$ cat config.mk
export PLATFORM = sky130hd
export DESIGN_NAME = octal_escape_encoder
export DESIGN_NICKNAME = d
export VERILOG_FILES = /design/src/oee_pkg.sv /design/src/oee_front.sv /design/src/oee_queue.sv /design/src/oee_back.sv /design/src/octal_escape_encoder.sv
export SDC_FILE = /design/constraint.sdc
export NUM_CORES = 1
export LEC_CHECK = 0
export ABC_AREA = 1
export ABC_CLOCK_PERIOD_IN_PS = 5700
export BUFFER_PORTS_ARGS = -buffer_cell sky130_fd_sc_hd__buf_2
export CORE_MARGIN = 2
export CORE_UTILIZATION = 55
export DETAILED_ROUTE_END_ITERATION = 8
export HOLD_SLACK_MARGIN = 0.05
export PLACE_DENSITY = 0.76
export RECOVER_POWER = 50
export SYNTH_ARGS = -nofsm -noshare
export SYNTH_HDL_FRONTEND = slang
export SYNTH_HIERARCHICAL = 1
export SYNTH_SLANG_ARGS = --single-unit
$ cat constraint.sdc
create_clock -name clk -period 5.7 [get_ports clk]
set_clock_uncertainty 0.1 [all_clocks]
set_input_delay 0.285 -clock clk [delete_from_list [all_inputs] [get_ports clk]]
set_output_delay 0.285 -clock clk [all_outputs]
set_load 0.03 [all_outputs]
$ cat src/oee_pkg.sv
// shared types and constants for the octal escape encoder
package oee_pkg;

	// character codes
	localparam logic [7:0] CH_NUL     = 8'h00;
	localparam logic [7:0] CH_BSL     = 8'h5C;
	localparam logic [7:0] CH_DIGIT0  = 8'h30;
	localparam logic [7:0] PRINT_LO   = 8'h21;
	localparam logic [7:0] PRINT_HI   = 8'h7E;

	// capacity register
	localparam logic [12:0] CAP_RESET     = 13'd4096;

	// result status codes
	typedef enum logic [1:0] {
		ST_BYTE = 2'd0,
		ST_OK   = 2'd1,
		ST_OVF  = 2'd2
	} status_t;

	// work handed from classifier to expander
	typedef enum logic [2:0] {
		JOB_PLAIN   = 3'd0,
		JOB_BSL2    = 3'd1,
		JOB_BSL_OVF = 3'd2,
		JOB_TERM    = 3'd3,
		JOB_OVF     = 3'd4,
		JOB_ESC     = 3'd5
	} job_kind_t;

	typedef struct packed {
		job_kind_t  kind;
		logic [7:0] chr;
	} job_t;

	// queue status seen by the expander
	typedef struct packed {
		logic empty;
		job_t head;
	} q_head_t;

endpackage

$ cat src/oee_front.sv
// front end: capacity register, budget tracking and request classification
module oee_front #(
	parameter int MAX_LEN = 4096,
	parameter int BW      = 13
) (
	input  logic                 clk,
	input  logic                 arst_n,
	input  logic                 cfg_wen,
	input  logic [12:0]          cfg_wdata,
	input  logic                 in_valid,
	output logic                 in_ready,
	input  logic [7:0]           in_byte,
	input  logic                 in_first,
	input  logic                 q_full,
	output logic                 push,
	output oee_pkg::job_t        job
);

	localparam int RESET_BUDGET = (4096 > MAX_LEN) ? MAX_LEN : 4096;

	logic [12:0]   capacity_q;
	logic [BW-1:0] budget_q;
	logic          ended_q;
	logic [BW-1:0] budget_d;
	logic          ended_d;
	logic [BW-1:0] reload;
	logic          accept;

	assign in_ready = !q_full;
	assign accept   = in_valid && !q_full;

	// budget reload saturates at the maximum length
	assign reload = (32'(capacity_q) > 32'(MAX_LEN)) ? BW'(MAX_LEN) : BW'(capacity_q);

	// capacity register
	always_ff @(posedge clk or negedge arst_n) begin
		if (!arst_n) begin
			capacity_q <= oee_pkg::CAP_RESET;
		end else if (cfg_wen) begin
			capacity_q <= cfg_wdata;
		end
	end

	// classify the request and debit the budget
	always_comb begin
		logic [BW-1:0] b;
		logic          e;
		b        = in_first ? reload : budget_q;
		e        = in_first ? 1'b0 : ended_q;
		budget_d = b;
		ended_d  = e;
		push     = 1'b0;
		job.chr  = in_byte;
		job.kind = oee_pkg::JOB_OVF;
		if (accept && !e) begin
			push = 1'b1;
			priority if (in_byte >= oee_pkg::PRINT_LO && in_byte <= oee_pkg::PRINT_HI) begin
				if (b <= BW'(1)) begin
					job.kind = oee_pkg::JOB_OVF;
					budget_d = '0;
					ended_d  = 1'b1;
				end else if (in_byte != oee_pkg::CH_BSL) begin
					job.kind = oee_pkg::JOB_PLAIN;
					budget_d = b - BW'(1);
				end else if (b == BW'(2)) begin
					// first copy fits, second copy overflows
					job.kind = oee_pkg::JOB_BSL_OVF;
					budget_d = '0;
					ended_d  = 1'b1;
				end else begin
					job.kind = oee_pkg::JOB_BSL2;
					budget_d = b - BW'(2);
				end
			end else if (in_byte == oee_pkg::CH_NUL) begin
				ended_d = 1'b1;
				if (b <= BW'(1)) begin
					job.kind = oee_pkg::JOB_OVF;
					budget_d = '0;
				end else begin
					job.kind = oee_pkg::JOB_TERM;
					budget_d = b - BW'(1);
				end
			end else begin
				if (b <= BW'(4)) begin
					job.kind = oee_pkg::JOB_OVF;
					budget_d = '0;
					ended_d  = 1'b1;
				end else begin
					job.kind = oee_pkg::JOB_ESC;
					budget_d = b - BW'(4);
				end
			end
		end
	end

	// string state
	always_ff @(posedge clk or negedge arst_n) begin
		if (!arst_n) begin
			budget_q <= BW'(RESET_BUDGET);
			ended_q  <= 1'b1;
		end else if (accept) begin
			budget_q <= budget_d;
			ended_q  <= ended_d;
		end
	end

endmodule

$ cat src/oee_queue.sv
// two-entry job queue between classifier and expander
module oee_queue (
	input  logic              clk,
	input  logic              arst_n,
	input  logic              push,
	input  oee_pkg::job_t     push_job,
	output logic              full,
	input  logic              pop,
	output oee_pkg::q_head_t  head
);

	oee_pkg::job_t slot_q [2];
	logic          wr_ptr_q;
	logic          rd_ptr_q;
	logic [1:0]    count_q;
	logic          do_push;
	logic          do_pop;

	assign full       = (count_q == 2'd2);
	assign head.empty = (count_q == 2'd0);
	assign head.head  = slot_q[rd_ptr_q];
	assign do_push    = push && !full;
	assign do_pop     = pop && !head.empty;

	// storage
	always_ff @(posedge clk) begin
		if (do_push) begin
			slot_q[wr_ptr_q] <= push_job;
		end
	end

	// pointers and fill level
	always_ff @(posedge clk or negedge arst_n) begin
		if (!arst_n) begin
			wr_ptr_q <= 1'b0;
			rd_ptr_q <= 1'b0;
			count_q  <= 2'd0;
		end else begin
			if (do_push) begin
				wr_ptr_q <= !wr_ptr_q;
			end
			if (do_pop) begin
				rd_ptr_q <= !rd_ptr_q;
			end
			count_q <= count_q + 2'(do_push) - 2'(do_pop);
		end
	end

endmodule

$ cat src/oee_back.sv
// back end: expands one job into its result beats behind an output register
module oee_back (
	input  logic              clk,
	input  logic              arst_n,
	input  oee_pkg::q_head_t  head,
	output logic              pop,
	output logic              res_valid,
	input  logic              res_ready,
	output logic [7:0]        out_byte,
	output logic              out_valid,
	output logic [1:0]        status,
	output logic              last
);

	logic [1:0]       beat_q;
	logic             res_valid_q;
	logic [7:0]       byte_q;
	logic             bvalid_q;
	oee_pkg::status_t status_q;
	logic             last_q;
	logic             load;
	logic [7:0]       nb_byte;
	logic             nb_valid;
	oee_pkg::status_t nb_status;
	logic             nb_last;

	assign load = !head.empty && (!res_valid_q || res_ready);
	assign pop  = load && nb_last;

	// next beat of the head job
	always_comb begin
		nb_byte   = head.head.chr;
		nb_valid  = 1'b1;
		nb_status = oee_pkg::ST_BYTE;
		nb_last   = 1'b1;
		unique case (head.head.kind)
			oee_pkg::JOB_PLAIN: begin
				nb_byte = head.head.chr;
			end
			oee_pkg::JOB_BSL2: begin
				nb_byte = oee_pkg::CH_BSL;
				nb_last = (beat_q == 2'd1);
			end
			oee_pkg::JOB_BSL_OVF: begin
				if (beat_q == 2'd0) begin
					nb_byte = oee_pkg::CH_BSL;
					nb_last = 1'b0;
				end else begin
					nb_byte   = oee_pkg::CH_NUL;
					nb_valid  = 1'b0;
					nb_status = oee_pkg::ST_OVF;
				end
			end
			oee_pkg::JOB_TERM: begin
				nb_byte   = oee_pkg::CH_NUL;
				nb_status = oee_pkg::ST_OK;
			end
			oee_pkg::JOB_ESC: begin
				nb_last = (beat_q == 2'd3);
				unique case (beat_q)
					2'd0: nb_byte = oee_pkg::CH_BSL;
					2'd1: nb_byte = oee_pkg::CH_DIGIT0 + {6'd0, head.head.chr[7:6]};
					2'd2: nb_byte = oee_pkg::CH_DIGIT0 + {5'd0, head.head.chr[5:3]};
					default: nb_byte = oee_pkg::CH_DIGIT0 + {5'd0, head.head.chr[2:0]};
				endcase
			end
			default: begin
				// overflow, nothing written
				nb_byte   = oee_pkg::CH_NUL;
				nb_valid  = 1'b0;
				nb_status = oee_pkg::ST_OVF;
			end
		endcase
	end

	// beat counter and output valid
	always_ff @(posedge clk or negedge arst_n) begin
		if (!arst_n) begin
			beat_q      <= 2'd0;
			res_valid_q <= 1'b0;
		end else begin
			if (load) begin
				beat_q      <= nb_last ? 2'd0 : beat_q + 2'd1;
				res_valid_q <= 1'b1;
			end else if (res_ready) begin
				res_valid_q <= 1'b0;
			end
		end
	end

	// output payload register
	always_ff @(posedge clk) begin
		if (load) begin
			byte_q   <= nb_byte;
			bvalid_q <= nb_valid;
			status_q <= nb_status;
			last_q   <= nb_last;
		end
	end

	assign res_valid = res_valid_q;
	assign out_byte  = byte_q;
	assign out_valid = bvalid_q;
	assign status    = status_q;
	assign last      = last_q;

endmodule

$ cat src/octal_escape_encoder.sv
// Backslash-octal escape encoder with a per-string output budget. The front end
// accepts one input request per cycle while its two-entry job queue has room,
// reloads and debits the budget and decides the whole outcome of the byte at
// once; the back end turns each job into one to four results, one per cycle
// while the receiver takes them, through a registered output stage. A printable
// byte, terminator or overflow yields one result, a doubled backslash two and an
// octal escape four, so the sustained input rate is set by the result beats the
// expander has to produce. Bytes dropped after the end of a string produce no
// job. A capacity write applies at the next first byte.
module octal_escape_encoder #(
	parameter int MAX_LEN = 4096
) (
	input  logic        clk,
	input  logic        arst_n,
	input  logic        cfg_wen,
	input  logic [12:0] cfg_wdata,
	input  logic        in_valid,
	output logic        in_ready,
	input  logic [7:0]  in_byte,
	input  logic        in_first,
	output logic        res_valid,
	input  logic        res_ready,
	output logic [7:0]  out_byte,
	output logic        out_valid,
	output logic [1:0]  status,
	output logic        last
);

	localparam int BW = $clog2(MAX_LEN + 1);

	logic             q_full;
	logic             push;
	oee_pkg::job_t    job;
	logic             pop;
	oee_pkg::q_head_t head;

	// classifier and budget
	oee_front #(
		.MAX_LEN (MAX_LEN),
		.BW      (BW)
	) u_front (
		.clk       (clk),
		.arst_n    (arst_n),
		.cfg_wen   (cfg_wen),
		.cfg_wdata (cfg_wdata),
		.in_valid  (in_valid),
		.in_ready  (in_ready),
		.in_byte   (in_byte),
		.in_first  (in_first),
		.q_full    (q_full),
		.push      (push),
		.job       (job)
	);

	// job queue
	oee_queue u_queue (
		.clk      (clk),
		.arst_n   (arst_n),
		.push     (push),
		.push_job (job),
		.full     (q_full),
		.pop      (pop),
		.head     (head)
	);

	// expander and output stage
	oee_back u_back (
		.clk       (clk),
		.arst_n    (arst_n),
		.head      (head),
		.pop       (pop),
		.res_valid (res_valid),
		.res_ready (res_ready),
		.out_byte  (out_byte),
		.out_valid (out_valid),
		.status    (status),
		.last      (last)
	);

endmodule

## Yosys cells after proc, flatten, opt, wreduce, memory -nomap -nowiden

Memories as Yosys holds them, arrays and structs flattened.
Index checks and enable logic that the tools add are counted.

| word-level totals | value |
|---|---|
| register bits | 46 |
| bits in latches | 0 |
| RAM bits | 22 |
| bits in read-only memories | 0 |
| bits of input ports | 27 |
| output and inout bits | 14 |
| word-level logic and storage cells | 99 |
| memories kept | 1 |

Memory list:

| memory | words | bits a word | rd ports | clocked after Yosys merged registers in | wr ports | RTL line | source |
|---|---|---|---|---|---|---|---|
| u_queue.slot_q | 2 | 11 | 1 | 0 | 1 | oee_queue.sv:12 | `oee_pkg::job_t slot_q [2];` |

| cells by class | value |
|---|---|
| add/subtract/negate cells | 9 |
| multiply operators | 0 |
| div/mod/pow operators | 0 |
| magnitude comparators | 5 |
| eq/ne operators | 10 |
| shift operators | 0 |
| muxes and demuxes | 41 |
| bitwise gates (word level) | 0 |
| reductions and logical operators | 21 |

Operators by type and width:

| kind | number |
|---|---|
| $mux W13 | 10 |
| $pmux W8 S4 | 1 |
| $pmux W8 S3 | 1 |
| $mux W3 | 6 |
| $mux W1 | 16 |
| $add A6 B3 Y7 const A | 2 |
| $eq A13 B2 Y1 const B | 1 |
| $gt A13 B13 Y1 const B | 1 |
| $le A13 B1 Y1 const B | 1 |
| $le A13 B3 Y1 const B | 1 |
| $sub A13 B1 Y13 const B | 1 |
| $sub A13 B2 Y13 const B | 1 |
| $sub A13 B3 Y13 const B | 1 |
| $ge A8 B6 Y1 const B | 1 |
| $le A8 B7 Y1 const B | 1 |
| $logic_not A8 Y1 | 1 |
| $ne A8 B7 Y1 const B | 1 |
| $add A6 B2 Y7 const A | 1 |
| $logic_and A1 B1 Y1 | 7 |
| $mux W7 | 1 |
| $eq A2 B2 Y1 const B | 3 |
| $eq A3 B2 Y1 const B | 2 |
| $logic_not A1 Y1 | 6 |
| $mux W2 | 3 |
| 15 further kinds | 16 |

## Logic depth before layout (Yosys ltp)

| logic depth | value |
|---|---|
| depth in word-level cells | 9 |
| gate-level depth with buffers | 20 |
| depth with buffers taken out | 19 |

## By module

The synthesis kept the hierarchy.

By module, submodules not included:

| module | times used | cells an instance | area an instance (um^2) | sequential area each (um^2) |
|---|---|---|---|---|
| oee_front | 1 | 479 | 3,136.8 | 679.4 |
| oee_queue | 1 | 91 | 1,037.2 | 760.7 |
| oee_back | 1 | 93 | 874.6 | 435.4 |

## Worst setup path after synthesis

No wires, ideal clock.

| timing | value |
|---|---|
| path type | register to register |
| from | register u_queue.count_q[1] |
| to | memory u_queue/slot_q[1][0] in the netlist's numbering, enable pin |
| library setup time | 0.378 ns |
| arrival time | 1.855 ns |
| data required time | 5.222 ns |
| path slack | 3.366 ns |
| stages on the path, launching flop included | 9 |
| path buffers | 1 |
| period minus slack after synthesis | 2.334 ns |
| cell sequence | dfrtp_1 > nand2_1 > inv_1 > inv_1 > nand2_1 > nor2_1 > buf_2 > nand2_1 > nor2_1 |

| between the ends | value |
|---|---|
| cells in the longest elaborated chain, start to end | 8 |

RTL lines:

| item | RTL line | source |
|---|---|---|
| from (decl) | oee_queue.sv:15 | `logic [1:0] count_q;` |
| from (signal assigned) | oee_queue.sv:45 | `count_q <= count_q + 2'(do_push) - 2'(do_pop);` |
| $eq A2 B2 Y1 | oee_queue.sv:19 | `assign full = (count_q == 2'd2);` |
| via q_full | octal_escape_encoder.sv:31 | `logic q_full;` |
| $logic_not A1 Y1 | n/a |  |
| via in_ready | octal_escape_encoder.sv:18 | `output logic in_ready,` |
| $logic_and A1 B1 Y1 | oee_front.sv:30 | `assign accept = in_valid && !q_full;` |
| $logic_and A1 B1 Y1 | oee_front.sv:55 | `if (accept && !e) begin` |
| $mux W1 | oee_front.sv:55 |  |
| via push | octal_escape_encoder.sv:32 | `logic push;` |
| $logic_and A1 B1 Y1 | oee_queue.sv:22 | `assign do_push = push && !full;` |
| $mux W1 | oee_queue.sv:27 | `if (do_push) begin` |
| $mux W1 (not written as such) | oee_queue.sv:28 | `slot_q[wr_ptr_q] <= push_job;` |
| to (decl) | oee_queue.sv:12 |  |

The timed path passes the listed nets, and every way through them passes these cells.

## Worst setup path after layout

| timing | value |
|---|---|
| from | register u_queue.count_q[1] |
| to | memory u_queue/slot_q[1][10] in the netlist's numbering, enable pin |

| between the ends | value |
|---|---|
| cells in the longest elaborated chain, start to end | 8 |

RTL lines:

| item | RTL line |
|---|---|
| $eq A2 B2 Y1 | oee_queue.sv:19 |
| via q_full | octal_escape_encoder.sv:31 |
| $logic_not A1 Y1 | oee_front.sv:30 |
| $logic_and A1 B1 Y1 | oee_front.sv:30 |
| $logic_and A1 B1 Y1 | oee_front.sv:55 |
| $mux W1 | oee_front.sv:55 |
| via push | octal_escape_encoder.sv:32 |
| $logic_and A1 B1 Y1 | oee_queue.sv:22 |
| $mux W1 | oee_queue.sv:27 |
| $mux W1 (not written as such) | oee_queue.sv:28 |

The timed path passes the listed nets, and every way through them passes these cells.

==> impl_metrics.json <==
{
  "status": "finished, violations left",
  "violations": "max-capacitance violations, max-slew violations",
  "design_power_total_mw": 2.38,
  "power_density_mw_per_mm2": 436,
  "setup_tns_ps": 0,
  "tightest_slew_ps": 1850,
  "drt-total-wl_um": 11600,
  "fp.dieW_um": 99.8,
  "yosys.area.top_type": "edfxtp_1",
  "r2r-end": "u_queue/slot_q[1][10]$_DFFE_PP_",
  "period_minus_slack_ps": 3160,
  "yosys-top-cells-area": "edfxtp_1 20%, nand2_1 17%, dfrtp_1 15%",
  "synth_flop_cell": "edfxtp_1",
  "required_ps": 5560,
  "drive_gt1_frac": 0.160,
  "ys_seq_area_frac": 0.371,
  "r2r_cells": 7,
  "ir_worst_vdd_mv": 0.212,
  "hold_viol": 0,
  "clkTransAtPathRegs_ps": 90,
  "placed_area_sq_mm": 0.00523,
  "synth_compound_area_frac": 0.0719,
  "arrival_ps": 3030,
  "syn_to_final_growth_pct": 7.96,
  "cts.sinks": 68,
  "muxShareOfSynthArea": 0.0178,
  "slew_headroom": -0.233,
  "rsz0062_at_grt": "false",
  "firstDrtPassIters": 6,
  "whs_endpoint": "u_front/capacity_q[8]$_DFFE_PN0P_",
  "hpwlAfterDp_um": 8750,
  "wire_per_inst_um": 14.3,
  "end_kind": "flip-flop",
  "num_antenna_cells": 0,
  "gr-total-overflow": 0,
  "start_util": 0.573,
  "fp.coreArea_sq_mm": 0.00881,
  "hp-start": "cfg_wdata[8]",
  "rows": 34,
  "num_vias": 4337,
  "cts-root-buf": "clkbuf_8",
  "globalplace.congestion": 0.979,
  "synthArstFlopShare": 0.500,
  "hold_depth": 2,
  "synthCells": 663,
  "grt_start_max_net_pins": 35,
  "cts.path.max_buffers": 2,
  "antenna_found_initial": 0,
  "final_nets": 744,
  "fin_area_sq_mm": 0.00545,
  "portBuffers": 40,
  "reg2reg_from": "u_queue/count_q[1]$_DFF_PN0_",
  "final_util": 0.619,
  "detail-route-antenna-nets": 0,
  "syn_area_sq_mm": 0.00505,
  "final.period_utilization": 0.555,
  "cp-start-kind": "flip-flop",
  "yosys.area_share.adder": 0.0397,
  "synth_xor_area_frac": 0.0330,
  "setup_viol": 0,
  "vias_per_cell": 5.33,
  "cap_violations": 1,
  "fmaxAchievable_mhz": 316,
  "synth_top_family_by_area": "simple AND/OR/NAND/NOR gates",
  "grt_pass1_vias": 4201,
  "clk_latency_ps": 350,
  "synth_common_cells": "224 x nand2_1, 77 x inv_1, 53 x nand3_1",
  "yosys.area_share.simple": 0.371,
  "slew_viol_final": 35,
  "cts_tree": "done",
  "io_pins": 41,
  "synth_edf_count": 34,
  "die-area_sq_mm": 0.00996,
  "worstSetupPathType": "reg2reg",
  "syn_nets": 706,
  "p_leak_nw": 2.69,
  "min_path_type": "in2reg",
  "dr.first_iter.drc_count": 376,
  "grt_pass1_wl_um": 19200,
  "critical_path.max_fanout": 25,
  "synth_cell_type_count": 47,
  "synth_seq_cells": 68,
  "htree_levels": 3,
  "synth_top_area_frac": 0.202,
  "regToRegSetupSlack_ps": 2540,
  "ys_warn_count": 6,
  "drt_drc_violations_left": 0,
  "cts_inserted_buffers": 9,
  "cts_setup_buffers": 0,
  "die_y_um": 99.8,
  "gr-usage-all-layers": 0.240,
  "yosysMostFrequentCell": "nand2_1",
  "synth_area_per_cell_sq_um": 7.61
}
## registers in the layout, summed over array words and instances (netlist names), 2 cells and up
name / flops
u_back/status: 2
u_front/capacity_q: 13
u_back/out_byte: 8
u_queue/count_q: 2
u_queue/slot_q: 22
u_back/beat_q: 2
u_front/budget_q: 13
## per-layer routing
layer / share of wire / global-route usage
met5: 0 / 0
met4: 0.015 / 0.0738
met2: 0.50 / 0.425
met3: 0.060 / 0.0404
met1: 0.42 / 0.303
## power by group
part / internal (mW) / switching [mW]
Clock: 0.159 / 0.202
Sequential: 0.711 / 0.0812
Combinational: 0.364 / 0.860
## cell usage in the layout, fill, tap and decap left out, drive strengths merged
cell type,synthesis,final
nand2,247,247
inv,85,87
nor2,70,70
nand3,57,57
edfxtp,34,34
o21ai,32,32
dfrtp,31,31
clkbuf,5,29
buf,15,20
xor2,18,18
ha,16,16
a21oi,15,15
nand4,12,12
mux2,8,8
dlygate4sd3,0,7
clkinv,0,4
dfstp,3,3
o211ai,2,2
o21bai,2,2
a21boi,2,2
clkinvlp,0,1
nor3,1,1
a31oi,1,1
o21a,1,1
and3,1,1
a41oi,1,1
nand3b,1,1
or2,1,1
xnor2,1,1
o31ai,1,1
## critical path, stage by stage, from the launching register on
cell and delay, ps:
dfrtp_1 400, nand2_1 110, inv_1 50, inv_1 60
nand2_1 400, nor2_1 750, nand2_1 210, nor2_1 700
## through the flow
stage          hold slack (ps)  instances  setup WS, ps
2_1_floorplan             -111        663          3370
3_3_place_gp               291        791          2600
3_5_place_dp               304        791          2620
4_1_cts                   50.2        814          2530
5_1_grt                   50.5        814          2060
6_report                  65.7        814          2540
## how the worst max path moves through the flow
stage / start / depth (start not counted) / endpoint
6_report: u_queue/count_q[1]$_DFF_PN0_ / 7 / u_queue/slot_q[1][10]$_DFFE_PP_
5_1_grt: u_queue/count_q[0]$_DFF_PN0_ / 8 / u_queue/slot_q[1][10]$_DFFE_PP_
4_1_cts: u_queue/count_q[0]$_DFF_PN0_ / 8 / u_queue/slot_q[1][10]$_DFFE_PP_
3_5_place_dp: u_queue/count_q[1]$_DFF_PN0_ / 7 / u_queue/slot_q[1][3]$_DFFE_PP_
3_3_place_gp: u_queue/count_q[1]$_DFF_PN0_ / 7 / u_queue/slot_q[1][1]$_DFFE_PP_
2_1_floorplan: u_queue/count_q[1]$_DFF_PN0_ / 8 / u_queue/slot_q[1][0]$_DFFE_PP_
## logic make-up (layout without fill, tap and decap cells)
kind of cell             after synthesis  count (layout)
XOR/XNOR                              19              19
multiplexers                           8               8
AND/OR/NAND/NOR                      390             390
buffers and inverters                105             148
adder cells (fa/ha/maj)               16              16
flip-flops                            68              68
AO/OA/AOI/OAI                         57              57
## area by class of cell
cell class | count | area [sq um]
clock buffers | 9 | 124
repair buffers | 47 | 245
inverters | 85 | 327
fillers | 815 | 3360
clock inverters | 7 | 50.0
multi-input cells | 490 | 2690
flip-flops and latches | 68 | 1880
well taps | 108 | 135
## repair_timing
| action | CTS | global route |
|---|---|---|
| hold buffers | 7 | 0 |
| hold endpoints to repair | 37 | 0 |
| endpoints found under the setup margin | 0 | 0 |
| resized for setup | 0 | 0 |
(Power assumes the default switching activity.)
